File: src/sv/dre_pkg.sv
// ----------------------------------------------------------------------------
// Delta regression features: shared definitions
// Field widths, register indexes, configuration record, queue status and
// back-end state codes used across the delta regression block.
// ----------------------------------------------------------------------------
package dre_pkg;

   localparam int COEFF_W    = 16;
   localparam int DW_W       = 3;
   localparam int NORM_W     = 10;
   localparam int FD_W       = 7;
   localparam int IDX_W      = 6;
   localparam int CSR_IDX_W  = 2;
   localparam int CSR_DATA_W = 10;

   localparam int QUEUE_DEPTH = 2;
   localparam int DIV_STEPS   = 4;

   localparam logic [CSR_IDX_W-1:0] CSR_DELTA_WIDTH = 2'd0;
   localparam logic [CSR_IDX_W-1:0] CSR_DELTA_NORM  = 2'd1;
   localparam logic [CSR_IDX_W-1:0] CSR_FEATURE_DIM = 2'd2;

   localparam logic signed [COEFF_W-1:0] SAT_POS = 16'sh7FFF;
   localparam logic signed [COEFF_W-1:0] SAT_NEG = 16'sh8000;

   localparam logic [DW_W-1:0]   RESET_DELTA_WIDTH = 3'd2;
   localparam logic [NORM_W-1:0] RESET_DELTA_NORM  = 10'd10;
   localparam logic [FD_W-1:0]   RESET_FEATURE_DIM = 7'd16;

   typedef struct packed {
      logic [DW_W-1:0]   delta_width;
      logic [NORM_W-1:0] delta_norm;
      logic [FD_W-1:0]   feature_dim;
   } cfg_type;

   typedef struct packed {
      logic full;
      logic empty;
   } queue_status_type;

   typedef enum logic [2:0] {
      ST_CLEAR,
      ST_IDLE,
      ST_WRITE,
      ST_READ,
      ST_DRAIN,
      ST_START,
      ST_DIV,
      ST_OUT
   } back_state_type;

endpackage

File: src/sv/dre_front.sv
// ----------------------------------------------------------------------------
// Delta regression features: front end
// Accepts coefficients, tracks the dimension and ring slot being written,
// and queues each item with its position and effective regression width.
// ----------------------------------------------------------------------------
module dre_front import dre_pkg::*; #(
   parameter  int MAX_WIDTH = 4,
   parameter  int MAX_DIM   = 64,
   localparam int RING      = 2 * MAX_WIDTH + 1,
   localparam int SLOT_W    = $clog2(RING),
   localparam int DIM_W     = (MAX_DIM > 1) ? $clog2(MAX_DIM) : 1,
   localparam int WW        = $clog2(MAX_WIDTH + 1),
   localparam int ENTRY_W   = COEFF_W + 1 + WW + SLOT_W + DIM_W
) (
   input  logic                      clock,
   input  logic                      reset,
   input  logic                      req_valid,
   output logic                      req_stall,
   input  logic signed [COEFF_W-1:0] req_coeff_in,
   input  cfg_type                   cfg,
   input  queue_status_type          status,
   input  logic                      clearing,
   output logic                      push,
   output logic [ENTRY_W-1:0]        push_data
);

   localparam int CMP_W = DIM_W + 8;

   logic [DIM_W-1:0]  dim_ff, dim_in;
   logic [SLOT_W-1:0] slot_ff, slot_in;
   logic [WW-1:0]     width_eff;
   logic [CMP_W-1:0]  dim_eff;
   logic              last;

   always_comb begin
      req_stall = status.full || clearing;
      push      = req_valid && !req_stall;

      // Out-of-range widths and dimensions are clamped into the legal span.
      if (cfg.delta_width == '0) begin
         width_eff = WW'(1);
      end else if (CMP_W'(cfg.delta_width) > CMP_W'(MAX_WIDTH)) begin
         width_eff = WW'(MAX_WIDTH);
      end else begin
         width_eff = WW'(cfg.delta_width);
      end

      if (cfg.feature_dim == '0) begin
         dim_eff = CMP_W'(1);
      end else if (CMP_W'(cfg.feature_dim) > CMP_W'(MAX_DIM)) begin
         dim_eff = CMP_W'(MAX_DIM);
      end else begin
         dim_eff = CMP_W'(cfg.feature_dim);
      end

      // A shrunk dimension count ends the frame at once.
      last = (CMP_W'(dim_ff) + CMP_W'(1)) >= dim_eff;

      dim_in  = dim_ff;
      slot_in = slot_ff;
      if (push) begin
         if (last) begin
            dim_in  = '0;
            slot_in = (slot_ff == SLOT_W'(RING - 1)) ? '0 : slot_ff + SLOT_W'(1);
         end else begin
            dim_in  = dim_ff + DIM_W'(1);
         end
      end

      push_data = {req_coeff_in, last, width_eff, slot_ff, dim_ff};
   end

   always_ff @(posedge clock) begin
      if (reset) begin
         dim_ff  <= '0;
         slot_ff <= '0;
      end else begin
         dim_ff  <= dim_in;
         slot_ff <= slot_in;
      end
   end

endmodule

File: config.mk
export PLATFORM = sky130hd
export DESIGN_NAME = dre_front
export DESIGN_NICKNAME = d
export VERILOG_FILES = /design/src/sv/dre_pkg.sv /design/src/sv/dre_front.sv
export SDC_FILE = /design/constraint.sdc
export NUM_CORES = 1
export LEC_CHECK = 0
export BUFFER_PORTS_ARGS = -buffer_cell sky130_fd_sc_hd__buf_2
export CORE_ASPECT_RATIO = 1.25
export CORE_MARGIN = 1
export CORE_UTILIZATION = 35
export CTS_CLUSTER_DIAMETER = 150
export DETAILED_ROUTE_END_ITERATION = 8
export GPL_TIMING_DRIVEN = 1
export PLACE_DENSITY = 0.73
export REMOVE_ABC_BUFFERS = 1
export SYNTH_ARGS = -nofsm -noshare
export SYNTH_HDL_FRONTEND = slang
export SYNTH_SLANG_ARGS = --single-unit
File: constraint.sdc
create_clock -name clock -period 4.85 [get_ports clock]
set_clock_uncertainty 0.05 [all_clocks]
set_input_delay 1.2125 -clock clock [delete_from_list [all_inputs] [get_ports clock]]
set_output_delay 1.2125 -clock clock [all_outputs]
set_load 0.05 [all_outputs]
==> run_results.csv <==
group,metric,value,unit
clock_network,cts_resized,0,
placement,io_buffer_count,30,
power_and_ir_drop,sw_frac_of_total,30.36,%
power_and_ir_drop,ir_drop,0.1345,mV
yosys,yosysSeqAreaShare,22.73,%
finish,seq_area,200.2,sq um
die,start_util,38.60,%
clock_network,cts_tree,"built",
critical_path,cp.required,3.59,ns
yosys,synth-edff-count,0,
power_and_ir_drop,powerDensity,185.6,mW/mm^2
routing,drt_iter0_drc,10,
timing,finalSetupViolCount,0,
grt,antenna_found_initial,0,
power_and_ir_drop,power_frac_comb,22.1,%
timing,drv_slew,0,
clock_network,clk_latency,0.26,ns
routing,antenna_left,0,
critical_path,ff2ff_setup_slack,2.14,ns
yosys,ys_ff_latch,10,
power_and_ir_drop,leakage,0.4699,nW
finish,nets,185,
min_path,whs_endpoint,"dim_ff[4]",
timing,worst_pin_slew,0.3801,ns
timing,relSlewSlack,74.60,%
placement,dp_slack,0.7862,ns
grt,grt_pass1_vias,790,
placement,dp_hpwl,1732,microns
die,io_pins,74,
power_and_ir_drop,clkPwrFrac,30.6,%
critical_path,worstSetupPathType,"input pin to primary output",
finish,multi_input_area,503.0,sq um
yosys,synth_cells,118,
yosys,ys_types,29,
finish,post_route_cells_drive_above_1_share,25.95,%
clock_network,cts_buffers,3,
die,die_area,0.002723,sq mm
critical_path,startpoint_type,"input pin",
grt,grt_pass1_wl,3450,microns
timing,whs,0.4491,ns
placement,gp_congestion,0.7771,
timing,rsz0062_at_grt,"false",
finish,area_growth,8.523,%
clock_network,postCtsHoldBufs,0,
critical_path,worstReg2RegEnd,"slot_ff[2]",
yosys,synth_top_area_share,22.73,%
critical_path,arrival,2.77,ns
clock_network,cts.sinks,10,
critical_path,worstPathMaxFanout,5,
grt,met1_usage,21.44,%
die,core_area,0.002282,sq mm
critical_path,r2r-start,"dim_ff[0]",
power_and_ir_drop,p_switching,0.05386,mW
yosys,synth_area,880.8,sq um
yosys,synth_top_area_cell,"dfxtp_1",
min_path,hp-class,"flip-flop to flip-flop",
finish,fin_util,41.89,%
yosys,ys_async_sr_fraction,0,%
critical_path,end_kind,"primary output",
yosys,yosys-top-cells-area,"dfxtp_1 23%, buf_4 14%, ha_1 14%",
timing,fin_crit,4.033,ns
power_and_ir_drop,seqPwrFrac,47.3,%
clock_network,htreeDepth,1,
timing,layout_setup_ws,0.8166,ns
routing,routed_wl,2158,microns
clock_network,cts_buffer_depth,2,
routing,wl_per_cell,13.32,microns
routing,viasPerCell,5.241,
job,max-cap-violations,0,
clock_network,path_clk_slew,0.06,ns
grt,grt_max_degree,13,
timing,max_freq,247.9,MHz
timing,min_period_over_period,83.16,%
min_path,holdPathStages,2,
min_path,hp-start,"dim_ff[4]",
clock_network,post-cts-setup-buffer-count,0,
grt,grt_overflow,0,
finish,diodes,0,
run_status,status,"finished, final reports clean",
die,die_w,46.87,microns
grt,use_met2,25.60,%
grt,use_met3,8.723,%
routing,detailedRoute.firstPassIterationCount,3,
finish,fillerInstances,264,
power_and_ir_drop,p_int,0.1235,mW
timing,tns,0,ns
yosys,synthesis.yosys.warnings,0,
yosys,synth_flop_cell,"dfxtp_1",
routing,via_count,849,
die,die_h,58.09,microns
clock_network,cts_root_buf,"clkbuf_4",
critical_path,reg2reg_depth,10,
yosys,syn_avg_cell_area,7.465,sq um
routing,drcViolationCount,0,
timing,final_hold_viol_count,0,
grt,globalRoute.busiestLayer,"met2",
die,num_rows,19,
grt,track_usage,17.54,%
state kept, by name (all words and copies together), names as in the netlist:
signal and cells:
dim_ff 6, slot_ff 4
cell families after synthesis:
| kind of cell | Yosys count | synth area share (%) |
|---|---|---|
| AOI/OAI and AO/OA | 23 | 15.34 |
| xor gates and xnor gates | 4 | 3.978 |
| adders and majority gates | 10 | 14.20 |
| buffers and inverters | 30 | 20.17 |
| DFF | 10 | 22.73 |
| and+or+nand+nor | 41 | 23.58 |
cell usage after synthesis, drive strengths merged (2+ instances only):
master  number
nor2b        2
nand3        9
a21oi       13
xnor2        2
buf         19
ha          10
nand3b       2
clkbuf       2
inv          8
a31oi        3
xor2         2
and3         3
dfxtp       10
o21ai        3
nand2       15
nor2         4
layout make-up:
class | instances | area share, %
inverter | 9 | 3.534
multi-input combinational | 78 | 52.62
sequential | 10 | 20.94
tap | 31 | 4.058
timing repair buffer | 31 | 16.49
clock buffer | 3 | 2.356
critical path, stage by stage:
cell and delay, ns:
buf_2 0.11, nor3_1 0.19, a21oi_1 0.10, nor2_1 0.09, ha_1 0.22, nand2b_1 0.13
a21oi_1 0.18, o31a_1 0.20, inv_1 0.10, buf_2 0.22
metrics by stage:
step                std cells  power, mW  instance area [sq um]
finish                    162     0.1774                  955.9
global route              162     0.1884                  955.9
CTS                       162     0.1806                  955.9
detailed placement        159     0.1253                  933.4
global placement          159     0.1237                  933.4
floorplan                  97     0.1084                  737.0
how the worst max path moves through the flow:
stage,start,to,slack (ns),depth (start not counted)
6_report,cfg[1],push_data[13],0.82,10
4_1_cts,cfg[1],push_data[13],0.78,10
2_1_floorplan,cfg[1],push_data[13],0.93,8
3_5_place_dp,cfg[1],push_data[13],0.79,10
3_3_place_gp,cfg[1],push_data[13],0.90,10
5_1_grt,cfg[1],push_data[13],0.61,10
power groups by stage:
stage | Sequential, mW | Clock, mW | Combinational (mW)
after global routing | 0.0840 | 0.0612 | 0.0432
after global placement | 0.0857 | 0 | 0.0381
after CTS | 0.0839 | 0.0571 | 0.0397
after floorplan | 0.0877 | 0 | 0.0207
final | 0.0839 | 0.0544 | 0.0392
after detailed placement | 0.0857 | 0 | 0.0395
per-layer routing:
layer | vias up | share of wire (%)
met5 | - | 0
met4 | 0 | 0.46
met3 | 2 | 7.6
met2 | 39 | 46
met1 | 390 | 46
li1 | 418 | -
layout by cell type (no fill, tap or decap):
cell type,n
a21oi_1,13
a31oi_1,3
and3_1,3
buf_2,30
buf_4,1
clkbuf_4,3
clkinv_1,1
dfxtp_1,10
ha_1,10
inv_1,8
nand2_1,15
nand2b_1,1
nand3_1,9
nand3b_1,2
nand4b_1,1
nor2_1,4
nor2b_1,2
nor3_1,1
nor4b_1,1
o2111ai_1,1
o21ai_0,3
o221a_1,1
o31a_1,1
o31ai_1,1
or3_1,1
or4b_1,1
xnor2_1,2
xor2_1,2
Note: power is estimated with default switching activity, not from simulation.
