<file path="src/sv/dre_pkg.sv">
// ----------------------------------------------------------------------------
// Delta regression features: shared definitions
// Field widths, register indexes, configuration record, queue status and
// back-end state codes used across the delta regression block.
// ----------------------------------------------------------------------------
package dre_pkg;

   localparam int COEFF_W    = 16;
   localparam int DW_W       = 3;
   localparam int NORM_W     = 10;
   localparam int FD_W       = 7;
   localparam int IDX_W      = 6;
   localparam int CSR_IDX_W  = 2;
   localparam int CSR_DATA_W = 10;

   localparam int QUEUE_DEPTH = 2;
   localparam int DIV_STEPS   = 4;

   localparam logic [CSR_IDX_W-1:0] CSR_DELTA_WIDTH = 2'd0;
   localparam logic [CSR_IDX_W-1:0] CSR_DELTA_NORM  = 2'd1;
   localparam logic [CSR_IDX_W-1:0] CSR_FEATURE_DIM = 2'd2;

   localparam logic signed [COEFF_W-1:0] SAT_POS = 16'sh7FFF;
   localparam logic signed [COEFF_W-1:0] SAT_NEG = 16'sh8000;

   localparam logic [DW_W-1:0]   RESET_DELTA_WIDTH = 3'd2;
   localparam logic [NORM_W-1:0] RESET_DELTA_NORM  = 10'd10;
   localparam logic [FD_W-1:0]   RESET_FEATURE_DIM = 7'd16;

   typedef struct packed {
      logic [DW_W-1:0]   delta_width;
      logic [NORM_W-1:0] delta_norm;
      logic [FD_W-1:0]   feature_dim;
   } cfg_type;

   typedef struct packed {
      logic full;
      logic empty;
   } queue_status_type;

   typedef enum logic [2:0] {
      ST_CLEAR,
      ST_IDLE,
      ST_WRITE,
      ST_READ,
      ST_DRAIN,
      ST_START,
      ST_DIV,
      ST_OUT
   } back_state_type;

endpackage

</file>
<file path="src/sv/dre_fifo.sv">
// ----------------------------------------------------------------------------
// Delta regression features: item queue
// Short first-in first-out queue that separates the front end from the
// back end.
// ----------------------------------------------------------------------------
module dre_fifo import dre_pkg::*; #(
   parameter int WIDTH = 8
) (
   input  logic             clock,
   input  logic             reset,
   input  logic             push,
   input  logic [WIDTH-1:0] push_data,
   input  logic             pop,
   output logic [WIDTH-1:0] pop_data,
   output queue_status_type status
);

   localparam int PTR_W = (QUEUE_DEPTH > 1) ? $clog2(QUEUE_DEPTH) : 1;
   localparam int CNT_W = $clog2(QUEUE_DEPTH + 1);

   logic [WIDTH-1:0] entry_mem [QUEUE_DEPTH];
   logic [PTR_W-1:0] wr_ptr_ff, wr_ptr_in;
   logic [PTR_W-1:0] rd_ptr_ff, rd_ptr_in;
   logic [CNT_W-1:0] count_ff, count_in;

   always_comb begin
      wr_ptr_in = wr_ptr_ff;
      rd_ptr_in = rd_ptr_ff;
      count_in  = count_ff;
      if (push) begin
         wr_ptr_in = (wr_ptr_ff == PTR_W'(QUEUE_DEPTH - 1)) ? '0 : wr_ptr_ff + PTR_W'(1);
      end
      if (pop) begin
         rd_ptr_in = (rd_ptr_ff == PTR_W'(QUEUE_DEPTH - 1)) ? '0 : rd_ptr_ff + PTR_W'(1);
      end
      if (push && !pop) begin
         count_in = count_ff + CNT_W'(1);
      end else if (pop && !push) begin
         count_in = count_ff - CNT_W'(1);
      end
      status.full  = (count_ff == CNT_W'(QUEUE_DEPTH));
      status.empty = (count_ff == '0);
      pop_data     = entry_mem[rd_ptr_ff];
   end

   always_ff @(posedge clock) begin
      if (reset) begin
         wr_ptr_ff <= '0;
         rd_ptr_ff <= '0;
         count_ff  <= '0;
      end else begin
         wr_ptr_ff <= wr_ptr_in;
         rd_ptr_ff <= rd_ptr_in;
         count_ff  <= count_in;
      end
   end

   always_ff @(posedge clock) begin
      if (push) begin
         entry_mem[wr_ptr_ff] <= push_data;
      end
   end

endmodule

</file>
<file path="config.mk">
export PLATFORM = sky130hd
export DESIGN_NAME = dre_fifo
export DESIGN_NICKNAME = d
export VERILOG_FILES = /design/src/sv/dre_pkg.sv /design/src/sv/dre_fifo.sv
export SDC_FILE = /design/constraint.sdc
export NUM_CORES = 1
export LEC_CHECK = 0
export BUFFER_PORTS_ARGS = -buffer_cell sky130_fd_sc_hd__buf_4
export CORE_MARGIN = 2
export CORE_UTILIZATION = 48
export DETAILED_ROUTE_END_ITERATION = 7
export PLACE_DENSITY = 0.82
export SLEW_MARGIN = 20
export SYNTH_ARGS = -nofsm -noshare
export SYNTH_HDL_FRONTEND = slang
export SYNTH_SLANG_ARGS = --single-unit
</file>
<file path="constraint.sdc">
create_clock -name clock -period 1.6 [get_ports clock]
set_input_delay 0.24 -clock clock [delete_from_list [all_inputs] [get_ports clock]]
set_output_delay 0.24 -clock clock [all_outputs]
set_load 0.1 [all_outputs]
</file>
==> impl_metrics.csv, run 1 <==
group,metric,value,unit
clocking,postCtsSetupRepairBufs,0,
pwr,power.density_cell_area,1293,mW/mm2
route,postRouteAntennaNets,0,
setup_path,critical_path_arrival,1.28,ns
placed_design,post-place-ws,0.2425,ns
setup_path,rr_worst_depth,1,
floorplanning,chipHeight,44.40,um
yosys,synthesis.area,783.3,um2
setup_path,critical_path.endpoint_type,"primary output",
clocking,cts_max_level,1,
global_route,grt_overflow_total,0,
finish,post_route_cells_drive_above_1_share,0.5139,
route,drt_iter0_markers,3,
finish,layout_commonest_cell,"sky130_fd_sc_hd__buf_4",
yosys,yosys.area_share.adder,0.01597,
timing,slew_headroom,0.7495,
floorplanning,fp.dieArea,0.001971,mm2
route,wire_per_inst,12.92,um
pwr,static-leakage-power,0.3991,nW
pwr,power_frac_comb,0.306,
clocking,worst_skew_pair.late_latency,0.30,ns
timing,worst_slack,0.07560,ns
yosys,post_synth_and_or_nand_nor_area_fraction,0.05911,
flow_run,max_cap_violations,0,
clocking,cts.path.max_buffers,2,
finish,layout.cells.most_common_list,"22 x sky130_fd_sc_hd__buf_4, 16 x sky130_fd_sc_hd__edfxtp_1, 8 x sky130_fd_sc_hd__mux2_2",
placed_design,place.port_buffers,21,
timing,max_slew.worst_pin.slew,0.3758,ns
placed_design,post-dp-hpwl,823.6,um
global_route,first_global_vias,424,
timing,maxClockFrequency,656.0,MHz
setup_path,cp.required,1.36,ns
global_route,maximum_number_of_pins_on_one_net_before_global_route_repair,13,
yosys,synth.net_count,60,
worst_hold_path,worstHoldStart,"push_data[5]",
yosys,synthesis.yosys.warnings,0,
clocking,inserted_clock_buffers,3,
pwr,p_switching,0.4623,mW
setup_path,worst-path-max-fanout,8,
pwr,power.internal,0.8275,mW
floorplanning,core,0.001524,mm2
worst_hold_path,worst_hold_path_type,"in -> reg",
status,status,"completed",
finish,layout.cell_area.non_filler,997.2,um2
timing,finalMaxSlewViolations,0,
global_route,global_route.usage.total,0.1258,
setup_path,r2r_setup_slack,0.52,ns
yosys,synthCells,47,
timing,rsz_0062_raised_after_global_routing,"false",
setup_path,cp-start-kind,"flop",
route,route.final.wire_length,1137,um
pwr,power.sequential.fraction,0.507,
setup_path,path_class,"reg -> out",
setup_path,worstReg2RegStart,"wr_ptr_ff",
global_route,initial_antenna_violation_count,0,
finish,diodes,0,
route,vias_per_cell,4.909,
global_route,grt_pass1_wl,1676,um
yosys,number_of_different_library_cells_in_the_post_synthesis_netlist,15,
clocking,tritoncts_num_sinks,21,
worst_hold_path,endpoint_of_the_worst_hold_path,"entry_mem[0][5]",
route,detail_route.first_pass.iterations,4,
placed_design,detailed_place.area,965.9,um2
clocking,clock_root_buffer,"sky130_fd_sc_hd__clkbuf_4",
timing,hold_viol,0,
yosys,synth.avg_cell_area,16.66,um2
clocking,clkTransAtPathRegs,0.12,ns
floorplanning,dieWidth,44.40,um
finish,fin_util,0.6544,
timing,layout_min_cycle_time,1.524,ns
yosys,synth_top_family_by_area,"multiplexers",
finish,flow.area_growth_from_synthesis,27.32,%
floorplanning,rows,14,
finish,fin_nets,86,
yosys,sequential_cell_area_fraction_in_the_yosys_report,0.7412,
timing,setup_total_negative_slack,0,ns
yosys,multiplexer_share_of_the_synthesized_area,0.1150,
timing,worst_clock_skew,0.01177,ns
yosys,synth_compound_area_frac,0.01278,
route,drcViolationCount,0,
placed_design,gp_congestion,0.6718,
route,via_count,432,
clocking,cts_hold_buf,0,
pwr,netSwitchingFraction,0.3584,
floorplanning,floorplan.initialDensity,0.5140,
timing,setup_viol,0,
floorplanning,io-pin-count,22,
pwr,power.ir.vdd_worst,0.8062,mV
setup_path,critical_path.reg2reg.endpoint,"entry_mem[1][1]",
clocking,cts_tree,"built",
pwr,clock_power_share,0.187,
worst_hold_path,holdPathStages,1,
yosys,synth-seq-cells,21,
timing,min_period_over_period,0.9527,
yosys,synth-xor-area-share,0.04473,
-- synth_stat cells --
| library cell | n | area (um2) |
|---|---|---|
| sky130_fd_sc_hd__o21ai_0 | 1 | 5.000 |
| sky130_fd_sc_hd__or3_1 | 1 | 6.260 |
| sky130_fd_sc_hd__edfxtp_1 | 16 | 480.5 |
| sky130_fd_sc_hd__mux2_2 | 8 | 90.09 |
| sky130_fd_sc_hd__and2b_2 | 1 | 8.760 |
| sky130_fd_sc_hd__and2_1 | 1 | 6.260 |
| sky130_fd_sc_hd__buf_2 | 1 | 5.000 |
| sky130_fd_sc_hd__ha_1 | 1 | 12.51 |
| sky130_fd_sc_hd__nor2b_1 | 1 | 6.260 |
| sky130_fd_sc_hd__xor2_1 | 2 | 17.52 |
| sky130_fd_sc_hd__inv_1 | 1 | 3.750 |
| sky130_fd_sc_hd__nor2_1 | 5 | 18.77 |
| sky130_fd_sc_hd__a21oi_1 | 1 | 5.000 |
| sky130_fd_sc_hd__xnor2_1 | 2 | 17.52 |
| sky130_fd_sc_hd__dfxtp_1 | 5 | 100.1 |
-- power groups by stage --
| stage | Sequential, mW | Combinational [mW] | Clock (mW) |
|---|---|---|---|
| floorplan | 0.655 | 0.317 | 0 |
| global placement | 0.664 | 0.390 | 0 |
| detailed placement | 0.667 | 0.396 | 0 |
| CTS | 0.655 | 0.397 | 0.245 |
| global route | 0.660 | 0.407 | 0.264 |
| finish | 0.654 | 0.394 | 0.242 |
-- critical path, stage by stage (launching register included) --
cell and delay, ns:
sky130_fd_sc_hd__dfxtp_4 0.42, sky130_fd_sc_hd__mux2_2 0.35, sky130_fd_sc_hd__buf_4 0.23
-- through the flow --
| step | hold WS [ns] | power (mW) | cells |
|---|---|---|---|
| floorplan | 0.3091 | 0.9719 | 47 |
| global placement | 0.4260 | 1.054 | 84 |
| detailed placement | 0.4277 | 1.062 | 84 |
| CTS | 0.1144 | 1.297 | 88 |
| global route | 0.1004 | 1.331 | 88 |
| finish | 0.1188 | 1.290 | 88 |
-- registers in the layout, indices dropped and copies added, names as in the netlist, named ones only --
register,count
entry_mem,16
count_ff,2
rd_ptr_ff,1
wr_ptr_ff,1
-- how the worst max path moves through the flow --
stage             endpoint  slack, ns  cells after the start
3_5_place_dp   pop_data[7]       0.24                      2
4_1_cts        pop_data[0]       0.02                      2
5_1_grt        pop_data[0]       0.03                      2
3_3_place_gp   pop_data[6]       0.23                      2
6_report       pop_data[0]       0.08                      2
2_1_floorplan    status[0]       0.24                      1
-- routing by layer --
metal,share of wire,track usage,up-vias,wire length (um)
met5,0,0,-,0
met4,0.0035,0.07273,0,4
met3,0.062,0.02857,2,71
met2,0.50,0.2353,14,574
met1,0.43,0.1250,197,487
li1,-,-,219,-
-- final cells by class --
class	instances	area, um2
Multi-Input combinational cell	24	196.4
Fill cell	118	526.8
Clock buffer	3	22.52
Timing Repair Buffer	22	165.2
Tap cell	16	20.02
Sequential cell	21	584.3
Inverter	1	3.754
Clock inverter	1	5.005
-- cell families (layout without fill, tap and decap cells) --
logic type / Yosys count / count (layout)
AOI/OAI and AO/OA: 2 / 2
muxes: 8 / 8
xor gates and xnor gates: 4 / 4
DFF: 21 / 21
and+or+nand+nor: 9 / 9
adders and majority gates: 1 / 1
buffers and inverters: 2 / 27
-- timing repair --
item	in CTS	in global routing
resized for setup	1	1
setup endpoints to repair	8	8
hold endpoints to repair	0	0
Power figures use the tool's default switching activity.
==> run 2, diff against run 1 <==
--- a/config.mk
+++ b/config.mk
@@ -10,6 +10,7 @@
 export CORE_UTILIZATION = 48
 export DETAILED_ROUTE_END_ITERATION = 7
 export PLACE_DENSITY = 0.82
+export SETUP_SLACK_MARGIN = 0.2
 export SLEW_MARGIN = 20
 export SYNTH_ARGS = -nofsm -noshare
 export SYNTH_HDL_FRONTEND = slang
==> impl_metrics.csv, run 2 (synthesis gave the netlist of run 1 again) <==
group,metric,value,unit
status,status,"completed",
setup_path,cp.required,1.36,ns
finish,fin_nets,86,
setup_path,critical_path.reg2reg.endpoint,"entry_mem[1][3]",
setup_path,critical_path.endpoint_type,"primary output",
finish,register_with_the_most_flip_flops,"entry_mem",
setup_path,worst-path-max-fanout,8,
timing,finalMaxSlewViolations,0,
timing,max_slew.worst_pin.slew,0.3819,ns
timing,min_period_over_period,0.9361,
worst_hold_path,holdPathStages,2,
floorplanning,chipHeight,44.40,um
finish,layout_commonest_cell,"sky130_fd_sc_hd__edfxtp_1",
timing,layout_min_cycle_time,1.498,ns
timing,worst_clock_skew,0.006098,ns
finish,largestRegisters,"entry_mem: 16 flops, count_ff: 2 flops",
floorplanning,floorplan.initialDensity,0.5140,
timing,rsz_0062_raised_after_global_routing,"true",
placed_design,post-dp-hpwl,823.6,um
pwr,power.ir.vdd_worst,0.8424,mV
timing,setup_total_negative_slack,0,ns
global_route,grt_pass1_wl,2104,um
route,route.final.wire_length,1377,um
setup_path,critical_path_arrival,1.26,ns
finish,final_cell_count_no_fill,88,
floorplanning,fp.dieArea,0.001971,mm2
clocking,postCtsSetupRepairBufs,0,
clocking,cts_tree,"built",
route,via_count,434,
clocking,cts.path.max_buffers,2,
setup_path,cp-start-kind,"flop",
placed_design,place.port_buffers,21,
route,detail_route.first_pass.iterations,3,
placed_design,placedCellCount,84,
route,wire_per_inst,15.65,um
finish,max_reg_flops,16,
placed_design,gp_congestion,0.6718,
flow_run,max_cap_violations,0,
timing,slew_headroom,0.7454,
floorplanning,io-pin-count,22,
route,drcViolationCount,0,
finish,layout.cells.most_common_list,"16 x sky130_fd_sc_hd__edfxtp_1, 13 x sky130_fd_sc_hd__buf_4, 8 x sky130_fd_sc_hd__mux2_4, 8 x sky130_fd_sc_hd__buf_12, 4 x sky130_fd_sc_hd__nor2_1",
pwr,power.density_cell_area,1230,mW/mm2
route,vias_per_cell,4.932,
clocking,clock_root_buffer,"sky130_fd_sc_hd__clkbuf_4",
global_route,first_global_vias,460,
clocking,clkTransAtPathRegs,0.12,ns
floorplanning,core,0.001524,mm2
timing,setup_viol,0,
pwr,static-leakage-power,0.4670,nW
floorplanning,dieWidth,44.40,um
timing,maxClockFrequency,667.7,MHz
clocking,inserted_clock_buffers,3,
timing,hold_viol,0,
finish,diodes,0,
clocking,tritoncts_num_sinks,21,
route,drt_iter0_markers,5,
setup_path,endpoint,"pop_data[1]",
clocking,cts_max_level,1,
global_route,grt_overflow_total,0,
global_route,maximum_number_of_pins_on_one_net_before_global_route_repair,13,
setup_path,rr_worst_depth,1,
worst_hold_path,worst_hold_path_type,"in -> reg",
worst_hold_path,worstHoldStart,"reset",
setup_path,r2r_setup_slack,0.52,ns
global_route,global_route.usage.total,0.1577,
route,postRouteAntennaNets,0,
floorplanning,rows,14,
finish,fin_util,0.7430,
finish,fillerInstances,91,
setup_path,worstReg2RegStart,"wr_ptr_ff",
finish,post_route_cells_drive_above_1_share,0.5278,
clocking,worst_skew_pair.late_latency,0.30,ns
global_route,initial_antenna_violation_count,0,
setup_path,path_class,"reg -> out",
finish,flow.area_growth_from_synthesis,44.57,%
[run 2: cell types whose count changed in the layout (fill, tap and decap cells not counted)]
cell / delta
sky130_fd_sc_hd__mux2_2: -8
sky130_fd_sc_hd__buf_6: +1
sky130_fd_sc_hd__dfxtp_1: -1
sky130_fd_sc_hd__buf_4: -9
sky130_fd_sc_hd__mux2_4: +8
sky130_fd_sc_hd__buf_12: +8
sky130_fd_sc_hd__dfxtp_2: +1
[run 2: area by class of cell]
cell class	count	area (um2)	area share
clock buffer	3	22.52	0.01989
sequential	21	585.6	0.5171
clock inverter	1	5.005	0.004420
multi-input combinational	24	226.5	0.2000
tap	16	20.02	0.01768
inverter	1	3.754	0.003315
timing repair buffer	22	269.0	0.2376
[run 2: layer usage]
layer	GRT usage	part of all wire	vias to the layer above
met5	0	0	-
met4	0.07273	0.0029	0
met3	0.02449	0.032	2
met2	0.2676	0.53	12
met1	0.1978	0.44	201
li1	-	-	219
[run 2: power by group]
part           switching (mW)  internal [mW]
combinational           0.306          0.178
clock                   0.155         0.0930
sequential             0.0300          0.631
total                   0.491          0.902
[run 2: how the worst min path moves through the flow]
stage and endpoint:
2_1_floorplan count_ff[1], 3_3_place_gp entry_mem[0][1], 3_5_place_dp entry_mem[1][5], 4_1_cts entry_mem[0][5]
5_1_grt entry_mem[0][4], 6_report count_ff[0]
[run 2: critical path: stages, from the launching register on]
cell                      delay, ns
sky130_fd_sc_hd__dfxtp_4       0.45
sky130_fd_sc_hd__mux2_4        0.34
sky130_fd_sc_hd__buf_12        0.17
[run 2: through the flow]
| step | area (um2) | hold WS, ns | worst slack [ns] | power, mW |
|---|---|---|---|---|
| 2_1_floorplan | 785.8 | 0.3091 | 0.2399 | 0.9719 |
| 3_3_place_gp | 965.9 | 0.4260 | 0.2340 | 1.054 |
| 3_5_place_dp | 965.9 | 0.4277 | 0.2425 | 1.062 |
| 4_1_cts | 1129 | 0.1144 | 0.1116 | 1.384 |
| 5_1_grt | 1132 | 0.09318 | 0.07233 | 1.439 |
| 6_report | 1132 | 0.1139 | 0.1023 | 1.393 |
[run 2: what timing repair did]
| item | in CTS | in global routing |
|---|---|---|
| hold buffers | 0 | 0 |
| endpoints found under the hold margin | 0 | 0 |
| pin swaps | 0 | 0 |
| endpoints found under the setup margin | 9 | 9 |
| resized for setup | 35 | 1 |
